===== src/hdl/spd_pkg.sv =====
// ----------------------------------------------------------------------------
// spd_pkg
// Shared widths, constants and types of the switched PI/PD controller.
// ----------------------------------------------------------------------------
package spd_pkg;

    localparam int ANGLE_W   = 17;
    localparam int ERR_W     = 18;
    localparam int DELTA_W   = 19;
    localparam int GAIN_W    = 16;
    localparam int BAND_W    = 17;
    localparam int TICKS_W   = 8;
    localparam int INTEG_W   = 32;
    localparam int X_W       = 32;
    localparam int NUM_W     = 50;
    localparam int MAG_W     = 49;
    localparam int DEN_W     = 14;
    localparam int DRIVE_W   = 16;
    localparam int MAC_CNT_W = 4;
    localparam int DIV_CNT_W = 6;
    localparam int ADDR_W    = 5;
    localparam int DATA_W    = 32;
    localparam int IDX_W     = ADDR_W - 2;

    localparam logic [DEN_W-1:0]   DEN_PI      = 14'd12800;
    localparam logic [DEN_W-1:0]   DEN_PD      = 14'd256;
    localparam logic [DRIVE_W-1:0] DRIVE_LIMIT = 16'd25600;

    localparam logic signed [INTEG_W:0] INTEG_HI = 33'sd2147483647;
    localparam logic signed [INTEG_W:0] INTEG_LO = -33'sd2147483647;
    localparam logic [INTEG_W-1:0]      INTEG_MIN_CODE = 32'h8000_0000;

    localparam logic [GAIN_W-1:0]  KP_TRANSIENT_RST = 16'd256;
    localparam logic [GAIN_W-1:0]  KI_GAIN_RST      = 16'd26;
    localparam logic [GAIN_W-1:0]  KP_STEADY_RST    = 16'd256;
    localparam logic [GAIN_W-1:0]  KD_GAIN_RST      = 16'd26;
    localparam logic [BAND_W-1:0]  ERROR_BAND_RST   = 17'd1280;
    localparam logic [TICKS_W-1:0] STABLE_TICKS_RST = 8'd10;

    typedef enum logic [IDX_W-1:0] {
        REG_KP_TRANSIENT = 3'd0,
        REG_KI_GAIN      = 3'd1,
        REG_KP_STEADY    = 3'd2,
        REG_KD_GAIN      = 3'd3,
        REG_ERROR_BAND   = 3'd4,
        REG_STABLE_TICKS = 3'd5
    } spd_reg_idx_t;

    typedef enum logic [3:0] {
        ST_IDLE   = 4'b0001,
        ST_MUL    = 4'b0010,
        ST_DIV    = 4'b0100,
        ST_FINISH = 4'b1000
    } spd_state_t;

    typedef struct packed {
        logic [GAIN_W-1:0]  kp_transient;
        logic [GAIN_W-1:0]  ki_gain;
        logic [GAIN_W-1:0]  kp_steady;
        logic [GAIN_W-1:0]  kd_gain;
        logic [BAND_W-1:0]  error_band;
        logic [TICKS_W-1:0] stable_ticks;
    } spd_cfg_t;

    typedef struct packed {
        logic                  start;
        logic [GAIN_W-1:0]     gain_a;
        logic signed [X_W-1:0] x_a;
        logic [GAIN_W-1:0]     gain_b;
        logic signed [X_W-1:0] x_b;
    } spd_mac_req_t;

endpackage


===== src/hdl/spd_regs.sv =====
// ----------------------------------------------------------------------------
// spd_regs
// APB register file holding the controller gains, error band and tick count.
// ----------------------------------------------------------------------------
module spd_regs (
    input  logic                        clk,
    input  logic                        rst_n,
    input  logic                        psel,
    input  logic                        penable,
    input  logic                        pwrite,
    input  logic [spd_pkg::ADDR_W-1:0]  paddr,
    input  logic [spd_pkg::DATA_W-1:0]  pwdata,
    output logic [spd_pkg::DATA_W-1:0]  prdata,
    output logic                        pready,
    output spd_pkg::spd_cfg_t           cfg
);
    import spd_pkg::*;

    spd_cfg_t         cfg_reg;
    spd_cfg_t         cfg_next;
    logic             wr_en;
    logic [IDX_W-1:0] idx;

    assign pready = 1'b1;
    assign wr_en  = psel && penable && pwrite;
    assign idx    = paddr[ADDR_W-1:2];
    assign cfg    = cfg_reg;

    always_comb
    begin
        cfg_next = cfg_reg;
        if (wr_en)
        begin
            case (idx)
                REG_KP_TRANSIENT: cfg_next.kp_transient = pwdata[GAIN_W-1:0];
                REG_KI_GAIN:      cfg_next.ki_gain      = pwdata[GAIN_W-1:0];
                REG_KP_STEADY:    cfg_next.kp_steady    = pwdata[GAIN_W-1:0];
                REG_KD_GAIN:      cfg_next.kd_gain      = pwdata[GAIN_W-1:0];
                REG_ERROR_BAND:   cfg_next.error_band   = pwdata[BAND_W-1:0];
                REG_STABLE_TICKS: cfg_next.stable_ticks = pwdata[TICKS_W-1:0];
                default:          cfg_next = cfg_reg;
            endcase
        end
    end

    always_comb
    begin
        case (idx)
            REG_KP_TRANSIENT: prdata = {{(DATA_W-GAIN_W){1'b0}}, cfg_reg.kp_transient};
            REG_KI_GAIN:      prdata = {{(DATA_W-GAIN_W){1'b0}}, cfg_reg.ki_gain};
            REG_KP_STEADY:    prdata = {{(DATA_W-GAIN_W){1'b0}}, cfg_reg.kp_steady};
            REG_KD_GAIN:      prdata = {{(DATA_W-GAIN_W){1'b0}}, cfg_reg.kd_gain};
            REG_ERROR_BAND:   prdata = {{(DATA_W-BAND_W){1'b0}}, cfg_reg.error_band};
            REG_STABLE_TICKS: prdata = {{(DATA_W-TICKS_W){1'b0}}, cfg_reg.stable_ticks};
            default:          prdata = '0;
        endcase
    end

    always_ff @(posedge clk or negedge rst_n)
    begin
        if (!rst_n)
        begin
            cfg_reg.kp_transient <= KP_TRANSIENT_RST;
            cfg_reg.ki_gain      <= KI_GAIN_RST;
            cfg_reg.kp_steady    <= KP_STEADY_RST;
            cfg_reg.kd_gain      <= KD_GAIN_RST;
            cfg_reg.error_band   <= ERROR_BAND_RST;
            cfg_reg.stable_ticks <= STABLE_TICKS_RST;
        end
        else
        begin
            cfg_reg <= cfg_next;
        end
    end

endmodule


===== src/hdl/spd_mac.sv =====
// ----------------------------------------------------------------------------
// spd_mac
// Bit-serial multiply-accumulate: gain_a*x_a + gain_b*x_b, one gain bit a cycle.
// ----------------------------------------------------------------------------
module spd_mac (
    input  logic                             clk,
    input  logic                             rst_n,
    input  spd_pkg::spd_mac_req_t            req,
    output logic                             done,
    output logic signed [spd_pkg::NUM_W-1:0] acc
);
    import spd_pkg::*;

    logic                  busy_reg,   busy_next;
    logic                  phase_reg,  phase_next;
    logic                  done_reg,   done_next;
    logic [MAC_CNT_W-1:0]  cnt_reg,    cnt_next;
    logic [GAIN_W-1:0]     gain_reg,   gain_next;
    logic [GAIN_W-1:0]     gain_b_reg, gain_b_next;
    logic signed [X_W-1:0] x_b_reg,    x_b_next;
    logic signed [NUM_W-1:0] x_reg,    x_next;
    logic signed [NUM_W-1:0] acc_reg,  acc_next;

    assign done = done_reg;
    assign acc  = acc_reg;

    always_comb
    begin
        busy_next   = busy_reg;
        phase_next  = phase_reg;
        done_next   = 1'b0;
        cnt_next    = cnt_reg;
        gain_next   = gain_reg;
        gain_b_next = gain_b_reg;
        x_b_next    = x_b_reg;
        x_next      = x_reg;
        acc_next    = acc_reg;
        if (req.start)
        begin
            busy_next   = 1'b1;
            phase_next  = 1'b0;
            cnt_next    = '0;
            gain_next   = req.gain_a;
            x_next      = {{(NUM_W-X_W){req.x_a[X_W-1]}}, req.x_a};
            acc_next    = '0;
            gain_b_next = req.gain_b;
            x_b_next    = req.x_b;
        end
        else if (busy_reg)
        begin
            if (gain_reg[0])
            begin
                acc_next = acc_reg + x_reg;
            end
            gain_next = {1'b0, gain_reg[GAIN_W-1:1]};
            x_next    = {x_reg[NUM_W-2:0], 1'b0};
            cnt_next  = cnt_reg + 1'b1;
            if (cnt_reg == MAC_CNT_W'(GAIN_W-1))
            begin
                if (!phase_reg)
                begin
                    phase_next = 1'b1;
                    cnt_next   = '0;
                    gain_next  = gain_b_reg;
                    x_next     = {{(NUM_W-X_W){x_b_reg[X_W-1]}}, x_b_reg};
                end
                else
                begin
                    busy_next = 1'b0;
                    done_next = 1'b1;
                end
            end
        end
    end

    always_ff @(posedge clk or negedge rst_n)
    begin
        if (!rst_n)
        begin
            busy_reg  <= 1'b0;
            phase_reg <= 1'b0;
            done_reg  <= 1'b0;
            cnt_reg   <= '0;
        end
        else
        begin
            busy_reg  <= busy_next;
            phase_reg <= phase_next;
            done_reg  <= done_next;
            cnt_reg   <= cnt_next;
        end
    end

    always_ff @(posedge clk)
    begin
        gain_reg   <= gain_next;
        gain_b_reg <= gain_b_next;
        x_b_reg    <= x_b_next;
        x_reg      <= x_next;
        acc_reg    <= acc_next;
    end

endmodule


===== src/hdl/spd_div.sv =====
// ----------------------------------------------------------------------------
// spd_div
// Bit-serial restoring divider with round-half-away and drive saturation.
// ----------------------------------------------------------------------------
module spd_div (
    input  logic                               clk,
    input  logic                               rst_n,
    input  logic                               start,
    input  logic signed [spd_pkg::NUM_W-1:0]   num,
    input  logic                               pd_mode,
    output logic                               done,
    output logic signed [spd_pkg::DRIVE_W-1:0] drive
);
    import spd_pkg::*;

    logic                 busy_reg, busy_next;
    logic                 done_reg, done_next;
    logic [DIV_CNT_W-1:0] cnt_reg,  cnt_next;
    logic [MAG_W-1:0]     dvd_reg,  dvd_next;
    logic [DEN_W-1:0]     rem_reg,  rem_next;
    logic [DEN_W-1:0]     den_reg,  den_next;
    logic [DRIVE_W-1:0]   q_reg,    q_next;
    logic                 ovf_reg,  ovf_next;
    logic                 neg_reg,  neg_next;

    logic [DEN_W-1:0]        den_sel;
    logic [DEN_W-1:0]        half;
    logic signed [NUM_W-1:0] half_ext;
    logic signed [NUM_W-1:0] mag_full;
    logic [DEN_W:0]          r_shift;
    logic [DEN_W:0]          r_diff;
    logic                    ge;
    logic [DRIVE_W-1:0]      q_sat;

    assign den_sel  = pd_mode ? DEN_PD : DEN_PI;
    assign half     = {1'b0, den_sel[DEN_W-1:1]};
    assign half_ext = $signed({{(NUM_W-DEN_W){1'b0}}, half});
    assign mag_full = num[NUM_W-1] ? (half_ext - num) : (num + half_ext);

    assign r_shift = {rem_reg, dvd_reg[MAG_W-1]};
    assign ge      = r_shift >= {1'b0, den_reg};
    assign r_diff  = r_shift - {1'b0, den_reg};

    assign q_sat = (ovf_reg || (q_reg > DRIVE_LIMIT)) ? DRIVE_LIMIT : q_reg;
    assign drive = $signed(neg_reg ? (DRIVE_W'(0) - q_sat) : q_sat);
    assign done  = done_reg;

    always_comb
    begin
        busy_next = busy_reg;
        done_next = 1'b0;
        cnt_next  = cnt_reg;
        dvd_next  = dvd_reg;
        rem_next  = rem_reg;
        den_next  = den_reg;
        q_next    = q_reg;
        ovf_next  = ovf_reg;
        neg_next  = neg_reg;
        if (start)
        begin
            busy_next = 1'b1;
            cnt_next  = '0;
            dvd_next  = mag_full[MAG_W-1:0];
            rem_next  = '0;
            den_next  = den_sel;
            q_next    = '0;
            ovf_next  = 1'b0;
            neg_next  = num[NUM_W-1];
        end
        else if (busy_reg)
        begin
            dvd_next = {dvd_reg[MAG_W-2:0], 1'b0};
            rem_next = ge ? r_diff[DEN_W-1:0] : r_shift[DEN_W-1:0];
            q_next   = {q_reg[DRIVE_W-2:0], ge};
            ovf_next = ovf_reg | q_reg[DRIVE_W-1];
            cnt_next = cnt_reg + 1'b1;
            if (cnt_reg == DIV_CNT_W'(MAG_W-1))
            begin
                busy_next = 1'b0;
                done_next = 1'b1;
            end
        end
    end

    always_ff @(posedge clk or negedge rst_n)
    begin
        if (!rst_n)
        begin
            busy_reg <= 1'b0;
            done_reg <= 1'b0;
            cnt_reg  <= '0;
        end
        else
        begin
            busy_reg <= busy_next;
            done_reg <= done_next;
            cnt_reg  <= cnt_next;
        end
    end

    always_ff @(posedge clk)
    begin
        dvd_reg <= dvd_next;
        rem_reg <= rem_next;
        den_reg <= den_next;
        q_reg   <= q_next;
        ovf_reg <= ovf_next;
        neg_reg <= neg_next;
    end

endmodule


===== src/hdl/switched_pi_pd_controller_top.sv =====
// ----------------------------------------------------------------------------
// switched_pi_pd_controller_top
// Each accepted transaction runs through the bit-serial multiply-accumulate and
// then the bit-serial divider; a new transaction is taken only in idle, once the
// previous result has moved into the output register.
// The next transaction is taken while a finished result waits at the output.
// Reset: asynchronous, active low; gains and thresholds return to defaults,
// error history, integral and stable count clear to zero.
// ----------------------------------------------------------------------------
module switched_pi_pd_controller_top (
    input  logic                                clk,
    input  logic                                rst_n,
    input  logic                                in_valid,
    output logic                                in_ready,
    input  logic [spd_pkg::ANGLE_W-1:0]         target_angle,
    input  logic [spd_pkg::ANGLE_W-1:0]         measured_angle,
    output logic                                out_valid,
    input  logic                                out_ready,
    output logic signed [spd_pkg::DRIVE_W-1:0]  drive,
    output logic                                steady_mode,
    input  logic                                psel,
    input  logic                                penable,
    input  logic                                pwrite,
    input  logic [spd_pkg::ADDR_W-1:0]          paddr,
    input  logic [spd_pkg::DATA_W-1:0]          pwdata,
    output logic [spd_pkg::DATA_W-1:0]          prdata,
    output logic                                pready
);
    import spd_pkg::*;

    spd_cfg_t     cfg;
    spd_mac_req_t mac_req;
    logic                    mac_done;
    logic signed [NUM_W-1:0] mac_acc;
    logic                    div_start;
    logic                    div_done;
    logic signed [DRIVE_W-1:0] div_drive;

    spd_state_t state_reg, state_next;
    logic signed [ERR_W-1:0]   last_error_reg, last_error_next;
    logic signed [INTEG_W-1:0] integral_reg,   integral_next;
    logic [TICKS_W-1:0]        counter_reg,    counter_next;
    logic                      steady_reg,     steady_next;
    logic                      out_valid_reg,  out_valid_next;
    logic signed [DRIVE_W-1:0] drive_reg;
    logic                      steady_out_reg;

    logic                      accept;
    logic                      out_load;
    logic signed [ERR_W-1:0]   err;
    logic signed [DELTA_W-1:0] delta;
    logic [ERR_W-1:0]          mag;
    logic                      in_band;
    logic [TICKS_W-1:0]        cnt_upd;
    logic                      steady_new;
    logic signed [INTEG_W:0]   integ_sum;
    logic signed [INTEG_W-1:0] integ_sat;
    logic signed [X_W-1:0]     e32;
    logic signed [X_W-1:0]     e50;
    logic signed [X_W-1:0]     d32;
    logic signed [X_W-1:0]     d50;

    spd_regs u_regs (
        .clk     (clk),
        .rst_n   (rst_n),
        .psel    (psel),
        .penable (penable),
        .pwrite  (pwrite),
        .paddr   (paddr),
        .pwdata  (pwdata),
        .prdata  (prdata),
        .pready  (pready),
        .cfg     (cfg)
    );

    spd_mac u_mac (
        .clk   (clk),
        .rst_n (rst_n),
        .req   (mac_req),
        .done  (mac_done),
        .acc   (mac_acc)
    );

    spd_div u_div (
        .clk     (clk),
        .rst_n   (rst_n),
        .start   (div_start),
        .num     (mac_acc),
        .pd_mode (steady_reg),
        .done    (div_done),
        .drive   (div_drive)
    );

    assign in_ready    = (state_reg == ST_IDLE);
    assign accept      = in_valid && in_ready;
    assign out_valid   = out_valid_reg;
    assign drive       = drive_reg;
    assign steady_mode = steady_out_reg;
    assign div_start   = (state_reg == ST_MUL) && mac_done;
    assign out_load    = (state_reg == ST_FINISH) && (!out_valid_reg || out_ready);

    assign err   = $signed({1'b0, target_angle}) - $signed({1'b0, measured_angle});
    assign delta = $signed({err[ERR_W-1], err})
                 - $signed({last_error_reg[ERR_W-1], last_error_reg});
    assign mag     = err[ERR_W-1] ? (ERR_W'(0) - err) : err;
    assign in_band = mag < {1'b0, cfg.error_band};

    always_comb
    begin
        if (!in_band)
        begin
            cnt_upd = '0;
        end
        else if (counter_reg < cfg.stable_ticks)
        begin
            cnt_upd = counter_reg + 1'b1;
        end
        else
        begin
            cnt_upd = cfg.stable_ticks;
        end
    end

    assign steady_new = cnt_upd >= cfg.stable_ticks;

    assign integ_sum = $signed({integral_reg[INTEG_W-1], integral_reg})
                     + $signed({{(INTEG_W+1-ERR_W){err[ERR_W-1]}}, err});

    always_comb
    begin
        if (integ_sum > INTEG_HI)
        begin
            integ_sat = INTEG_HI[INTEG_W-1:0];
        end
        else if (integ_sum < INTEG_LO)
        begin
            integ_sat = INTEG_LO[INTEG_W-1:0];
        end
        else
        begin
            integ_sat = integ_sum[INTEG_W-1:0];
        end
    end

    assign e32 = $signed({{(X_W-ERR_W){err[ERR_W-1]}}, err});
    assign d32 = $signed({{(X_W-DELTA_W){delta[DELTA_W-1]}}, delta});
    assign e50 = (e32 <<< 5) + (e32 <<< 4) + (e32 <<< 1);
    assign d50 = (d32 <<< 5) + (d32 <<< 4) + (d32 <<< 1);

    always_comb
    begin
        mac_req.start  = accept;
        mac_req.gain_a = steady_new ? cfg.kp_steady : cfg.kp_transient;
        mac_req.x_a    = steady_new ? e32 : e50;
        mac_req.gain_b = steady_new ? cfg.kd_gain : cfg.ki_gain;
        mac_req.x_b    = steady_new ? d50 : integ_sat;
    end

    always_comb
    begin
        state_next      = state_reg;
        last_error_next = last_error_reg;
        integral_next   = integral_reg;
        counter_next    = counter_reg;
        steady_next     = steady_reg;
        case (state_reg)
            ST_IDLE:
            begin
                if (accept)
                begin
                    last_error_next = err;
                    counter_next    = cnt_upd;
                    steady_next     = steady_new;
                    if (!steady_new)
                    begin
                        integral_next = integ_sat;
                    end
                    state_next = ST_MUL;
                end
            end
            ST_MUL:
            begin
                if (mac_done)
                begin
                    state_next = ST_DIV;
                end
            end
            ST_DIV:
            begin
                if (div_done)
                begin
                    state_next = ST_FINISH;
                end
            end
            ST_FINISH:
            begin
                if (out_load)
                begin
                    state_next = ST_IDLE;
                end
            end
            default:
            begin
                state_next = ST_IDLE;
            end
        endcase
    end

    always_comb
    begin
        if (out_load)
        begin
            out_valid_next = 1'b1;
        end
        else if (out_ready)
        begin
            out_valid_next = 1'b0;
        end
        else
        begin
            out_valid_next = out_valid_reg;
        end
    end

    always_ff @(posedge clk or negedge rst_n)
    begin
        if (!rst_n)
        begin
            state_reg      <= ST_IDLE;
            last_error_reg <= '0;
            integral_reg   <= '0;
            counter_reg    <= '0;
            steady_reg     <= 1'b0;
            out_valid_reg  <= 1'b0;
        end
        else
        begin
            state_reg      <= state_next;
            last_error_reg <= last_error_next;
            integral_reg   <= integral_next;
            counter_reg    <= counter_next;
            steady_reg     <= steady_next;
            out_valid_reg  <= out_valid_next;
        end
    end

    always_ff @(posedge clk)
    begin
        if (out_load)
        begin
            drive_reg      <= div_drive;
            steady_out_reg <= steady_reg;
        end
    end

    a_mac_done_in_mul: assert property (@(posedge clk) disable iff (!rst_n)
        mac_done |-> state_reg == ST_MUL)
        else $error("multiply finished outside the multiply phase");

    a_div_done_in_div: assert property (@(posedge clk) disable iff (!rst_n)
        div_done |-> state_reg == ST_DIV)
        else $error("divide finished outside the divide phase");

    a_integral_floor: assert property (@(posedge clk) disable iff (!rst_n)
        integral_reg != $signed(INTEG_MIN_CODE))
        else $error("integral reached the unclamped negative limit");

    a_pd_freezes_integral: assert property (@(posedge clk) disable iff (!rst_n)
        (accept && steady_new) |=> integral_reg == $past(integral_reg))
        else $error("integral moved on a PD transaction");

    a_drive_in_range: assert property (@(posedge clk) disable iff (!rst_n)
        out_load |=> out_valid_reg && (drive_reg <= $signed(DRIVE_LIMIT))
                     && (drive_reg >= -$signed(DRIVE_LIMIT)))
        else $error("drive result outside the saturation limits");

endmodule


===== config.mk =====
export PLATFORM = sky130hd
export DESIGN_NAME = switched_pi_pd_controller_top
export DESIGN_NICKNAME = d
export VERILOG_FILES = /design/src/hdl/spd_pkg.sv /design/src/hdl/spd_regs.sv /design/src/hdl/spd_mac.sv /design/src/hdl/spd_div.sv /design/src/hdl/switched_pi_pd_controller_top.sv
export SDC_FILE = /design/constraint.sdc
export NUM_CORES = 1
export LEC_CHECK = 0
export BUFFER_PORTS_ARGS = -buffer_cell sky130_fd_sc_hd__buf_2
export CAP_MARGIN = 20
export CORE_AREA = 2 2 292 294
export CTS_BUF_LIST = sky130_fd_sc_hd__clkbuf_4
export DETAILED_ROUTE_END_ITERATION = 7
export DIE_AREA = 0 0 294 296
export GPL_TIMING_DRIVEN = 0
export SETUP_SLACK_MARGIN = 0.2
export SLEW_MARGIN = 5
export SYNTH_ARGS = -nofsm -noshare
export SYNTH_HDL_FRONTEND = slang
export SYNTH_SLANG_ARGS = --single-unit

===== constraint.sdc =====
create_clock -name clk -period 5.01 [get_ports clk]
set_input_delay 0.7515 -clock clk [delete_from_list [all_inputs] [get_ports clk]]
set_output_delay 0.7515 -clock clk [all_outputs]
set_load 0.1 [all_outputs]

Word-level counts from Yosys, hierarchy flattened
Cells that the tools add are included.
{ "word_totals": {"inputBits": 78, "reg_bits": 444} }
{ "op_classes": {"n_mux": 55, "n_reduce_logical": 24, "n_bitwise": 2, "eq_ne": 15, "add_sub_neg": 16, "magnitude_cmp": 7} }
{ "op_table": {"columns": ["op", "count"], "rows": [
  ["two-way mux 50 bit", 4],
  ["two-way mux 49 bit", 3],
  ["two-way mux 16 bit", 8],
  ["two-way mux 32 bit", 4],
  ["one-hot mux 17 bit (6 select lines)", 1],
  ["adder 50 bit", 1],
  ["adder 49 x 14 -> 49 bit", 1],
  ["subtractor 14 x 49 -> 49 bit", 1],
  ["adder 32 x 18 -> 33 bit", 1],
  ["> comparator 33 x 32 -> 1 bit, second input constant", 1],
  ["< comparator 33 x 32 -> 1 bit, second input constant", 1],
  ["two-way mux 4 bit", 8],
  ["two-way mux 14 bit", 2],
  ["adder 25 x 20 -> 26 bit", 1],
  ["adder 24 x 19 -> 25 bit", 1],
  ["adder 24 x 23 -> 25 bit", 1],
  ["adder 23 x 22 -> 24 bit", 1],
  ["two-way mux 1 bit", 19],
  ["subtractor 18 x 18 -> 19 bit", 1],
  ["< comparator 18 x 17 -> 1 bit", 1],
  ["two-way mux 18 bit", 1],
  ["AND reduction 2 bit", 9],
  ["subtractor 1 x 18 -> 18 bit, first input constant", 1],
  ["subtractor 17 x 17 -> 18 bit", 1],
  ["31 further kinds", 46]
]} }

Depth between registers and ports, before layout
{ "logic_depth": {"ltp_word": 8, "ltp_mapped": 38, "mapped_depth_nobuf": 36} }

Cells and area by module
A second synthesis with hierarchy kept.
{ "unflattened": {"hier_cells": 3651, "area_unflattened_um2": 32444.9} }
{ "modules_own_cells": {"columns": ["module", "seq_area_each_um2", "cells_per_inst", "area_each_um2", "n_inst"], "rows": [
  ["switched_pi_pd_controller_top", 2113.3, 1511, 11536.1, 1],
  ["spd_mac", 4599.4, 969, 9429.0, 1],
  ["spd_div", 2382.3, 854, 7129.3, 1],
  ["spd_regs", 2242.2, 317, 4350.4, 1]
]} }

Worst setup path after synthesis
No wires, ideal clock.
{ "synth_path": {"path_type": "input-to-reg", "start": "input port target_angle[0] (netlist name)", "end": "register u_mac.x_reg[17] (data pin)", "arrival_ps": 7413, "path_buffers": 1, "required_time_ps": 4748, "path_slack_ps": -2665, "stages": 36, "cell_sequence": "inv_1 ha_1 fa_1 nor2b_1 o21ai_0 a21boi_0 o21ai_0 a21oi_1 and2_1 o21ai_0 a211oi_1 inv_1 ha_1 a21oi_1 xnor2_1 ha_1 a21oi_1 nor2b_1 o21ai_0 nand2b_1 a2111oi_0 o31a_1 o22ai_1 nand2b_1 ha_1 nand2b_1 a21o_1 a21o_1 a21oi_1 nor2b_1 o21ai_0 a211oi_1 nor2_1 clkbuf_1 a222oi_1 nand2_1"} }
{ "synth_between": {"elab_chain_cells": 8} }
{ "synth_rtl": {"columns": ["element", "line", "text"], "rows": [
  ["start, declared", "switched_pi_pd_controller_top.sv:15", "input logic [spd_pkg::ANGLE_W-1:0] target_angle,"],
  ["subtractor 17 x 17 -> 18 bit (*)", "switched_pi_pd_controller_top.sv:102", "assign err = $signed({1'b0, target_angle}) - $signed({1'b0, measured_angle});"],
  ["via err[10]", "switched_pi_pd_controller_top.sv:50", "logic signed [ERR_W-1:0] err;"],
  ["subtractor 1 x 18 -> 18 bit", "switched_pi_pd_controller_top.sv:105", "assign mag = err[ERR_W-1] ? (ERR_W'(0) - err) : err;"],
  ["two-way mux 18 bit", "switched_pi_pd_controller_top.sv:105", null],
  ["< comparator 18 x 17 -> 1 bit", "switched_pi_pd_controller_top.sv:106", "assign in_band = mag < {1'b0, cfg.error_band};"],
  ["two-way mux 8 bit", "switched_pi_pd_controller_top.sv:110", "if (!in_band)"],
  [">= comparator 8 bit", "switched_pi_pd_controller_top.sv:124", "assign steady_new = cnt_upd >= cfg.stable_ticks;"],
  ["two-way mux 32 bit (*)", "switched_pi_pd_controller_top.sv:154", "mac_req.x_a = steady_new ? e32 : e50;"],
  ["two-way mux 50 bit (*)", "spd_mac.sv:38", "if (req.start)"],
  ["via u_mac.x_next[17]", "spd_mac.sv:21", "logic signed [NUM_W-1:0] x_reg, x_next;"],
  ["end signal, assigned", "spd_mac.sv:99", "x_reg <= x_next;"],
  ["end, declared", "spd_mac.sv:21", null]
]} }
The timed path passes the listed nets; every way through them passes the cells marked *.
A chain may end at the register's enable or synchronous reset.

Final worst setup path
{ "layout_path": {"start": "input port target_angle[0] (netlist name)", "end": "register u_mac.x_reg[13] (data pin)"} }
Same word-level chain as after synthesis.

==> out/results.md <==
| Result | Value |
|---|---|
| Outcome | finished, violations left |
| Violated checks | setup timing |
| Post-layout worst setup margin | -1390 ps |
| Clock period minus final worst setup slack | 6400 ps |
| Met1 Track Usage GR | 0.280 |
| Number of register bits inferred by synthesis | 432 |
| Flip-flop count of the largest register, all copies and words added | 89 |
| Number of top-level design ports | 130 |
| Met3 Track Usage GR | 0.0316 |
| Cell accounting for the most synthesized area | edfxtp_1 |
| Share of cells above drive strength 1 | 0.232 |
| Residual DRC | 0 |
| Vias in the first global route | 26700 |
| Worst reg2reg path depth | 21 |
| Number of fill cells in the layout | 8083 |
| Clk_lat worst skew | 980 ps |
| Total die area | 0.0870 mm2 |
| Worst hold stages | 3 |
| Height of the chip | 296 um |
| Endpoints failing setup | 120 |
| Dominant cells by area after synthesis | edfxtp_1 17%, dfrtp_1 12%, ha_1 8.5% |
| Global-route wire length before repair | 151000 um |
| Total CTS buffers | 120 |
| Critical path start-end classification | in -> reg |
| Proportion of synthesized chip area in sequential cells | 0.359 |
| Horiz. Die Dim | 294 um |
| Number of maximum-capacitance constraint violations | 0 |
| Sequential Area | 0.0113 mm2 |
| Largest net degree at the start of global routing | 91 |
| Count of routing violations after the opening detailed-route iteration | 1757 |
| NumNets Final | 4226 |
| Initial antenna violation count | 1 |
| Via/cell ratio | 5.48 |
| Average size of a mapped cell | 8.93 um2 |
| Required time of the critical path | 5600 ps |
| Sinks on Clock Net | 432 |
| Sum of overflow across all layers after global routing | 0 |
| Slowest cell on crit path | a211oi_4 |
| Footprint of the multi-input gates | 0.0205 mm2 |
| Maximum achievable frequency | 156 MHz |
| Slew at the pin closest to its max-slew limit | 1020 ps |
| Synthesized netlist cell count | 3536 |
| Routed length per instance | 19.2 um |
| Skew final | 136 ps |
| Layout overhead on the synthesized area | 23.0% |
| Final hold slack | 65.3 ps |
| RSZ-0062 raised after global routing | true |
| H-tree depth | 3 |
| Port Buffers | 96 |
| Met2 track demand over resource in global routing | 0.367 |
| Clock root buffer master | clkbuf_4 |
| Clock tree from TritonCTS | yes |
| Number of max-slew violations in the final report | 0 |
| Fraction of synthesized cell area taken by the top area cell type | 0.174 |
| Commonest register cell after synthesis | edfxtp_1 |
| Total via count in the routed design | 27900 |
| Worst hold-check path type | in -> reg |
| Initial Utilization | 0.375 |
| Worst slew margin | 0.320 |
| Final hold violation count | 0 |
| GR peak layer | met2 |
| Worst-case clock buffer depth | 3 |
| Peak fanout along the critical path | 8 |
| Post-synthesis cell type count | 107 |
| Post-Route WL | 97800 um |
| Antenna viol nets, final | 0 |
| Yosys warns | 0 |
| TritonRoute pass-1 iters | 5 |
| Total global-route track usage | 0.220 |
| Final weighted congestion in routability-driven placement | 0.917 |
| Tcrit/Tclk final | 1.28 |
| Highest-count cells in the layout ignoring fill and taps | 342 x nand2_1, 239 x nor2_1, 211 x a21oi_1, 204 x ha_1, 199 x clkbuf_4 |
| Netlist Area Pre-Place | 0.0316 mm2 |
| Crit. End Element | flip-flop |
| Area of the placeable core | 0.0842 mm2 |
| Number of core rows | 107 |
| Number of enable-type register cells in the synthesized netlist | 183 |
| Launching element type of the critical path | primary input |
| Most frequent standard cell in the layout excluding fill and tap cells | nand2_1 |
| Endpoint arrival time on the critical path | 6990 ps |
| Critical path's largest stage delay | 600 ps |
| Estimated wirelength of the detail-placed design | 70500 um |
| Ys async rst share | 0.389 |
| Clock-pin slew of the registers on the worst-case setup and hold paths | 70 ps |
[metal layers]
metal / vias up / part of all wire
met2: 775 / 0.47
li1: 13500 / -
met1: 13300 / 0.43
met4: 0 / 0.052
met5: - / 0
met3: 265 / 0.052
[worst max-delay path, delay by kind of cell]
kind | cells | cell delay (ps)
fa+ha+maj | 5 | 1320
simple gates | 9 | 1100
compound gates | 15 | 2530
xor+xnor | 2 | 390
buf+inv | 6 | 860
[logic make-up (layout without fill, tap and decap cells)]
| logic type | after synthesis | count (layout) | synth area share |
|---|---|---|---|
| compound gates | 1012 | 1012 | 0.207 |
| other cells | 2 | 18 | 0.000238 |
| buf+inv | 399 | 846 | 0.0507 |
| xor+xnor | 223 | 223 | 0.0621 |
| flops | 432 | 432 | 0.359 |
| mux | 136 | 136 | 0.0479 |
| fa+ha+maj | 259 | 259 | 0.112 |
| simple gates | 1073 | 1073 | 0.161 |
[stage by stage]
stage | utilization | instances | cell area [um2] | worst slack (ps) | setup TNS, ps
2_1_floorplan | - | 3550 | 32000 | -1610 | -172300
3_3_place_gp | 0.402 | 4736 | 33800 | -4240 | -517390
3_5_place_dp | 0.404 | 4745 | 34000 | -3720 | -452080
4_1_cts | 0.447 | 5051 | 37700 | -1240 | -131730
5_1_grt | 0.461 | 5088 | 38900 | -1600 | -175610
6_report | 0.461 | 5089 | 38900 | -1390 | -149330
[Yosys cell counts (60+ instances only)]
master / instances
edfxtp_1: 183
clkbuf_1: 141
dfrtp_1: 155
nand3_1: 66
xor2_1: 97
nor3_1: 61
nor2_1: 261
mux2_2: 71
inv_1: 197
dfxtp_1: 81
xnor2_1: 125
a21oi_1: 270
nand2_1: 413
mux2i_1: 60
ha_1: 214
o21ai_0: 231
a21o_1: 99
[final timing paths]
kind	startpoint	end	slack, ps
worst max-delay path	target_angle[0]	u_mac.x_reg[13]$_DFFE_PP_	-1390
worst max register to register	last_error_reg[0]$_DFFE_PN0P_	u_mac.x_b_reg[21]$_DFFE_PP_	-230
max in group asynchronous	rst_n	state_reg[0]$_DFFE_PN1P_	3590
min in group asynchronous	rst_n	u_regs.cfg[63]$_DFFE_PN0P_	360
worst min register to register	u_mac.acc[49]$_SDFFE_PP0P_	u_div.neg_reg$_DFFE_PP_	460
worst min-delay path	pwdata[8]	u_regs.cfg[16]$_DFFE_PN1P_	70
[layout make-up]
type                    instances  area share
flip-flops and latches        432       0.292
clock buffers                 195      0.0377
multi-input cells            2719       0.529
well taps                    1090      0.0351
clock inverters                30     0.00402
inverters                     197      0.0200
repair buffers                224      0.0484
plain buffers                 200      0.0341
diodes                          2    0.000129
[what timing repair did]
item / CTS / global route
setup endpoints to repair: 168 / 140
buffers inserted: 73 / 29
gates cloned: 7 / 4
hold buffers: 3 / 0
gates resized for setup: 294 / 221
pin swaps: 102 / 91
hold endpoints to repair: 80 / 0
Power is not shown: default switching activity piles up to over one toggle a cycle in this logic, so the estimate is an artifact.
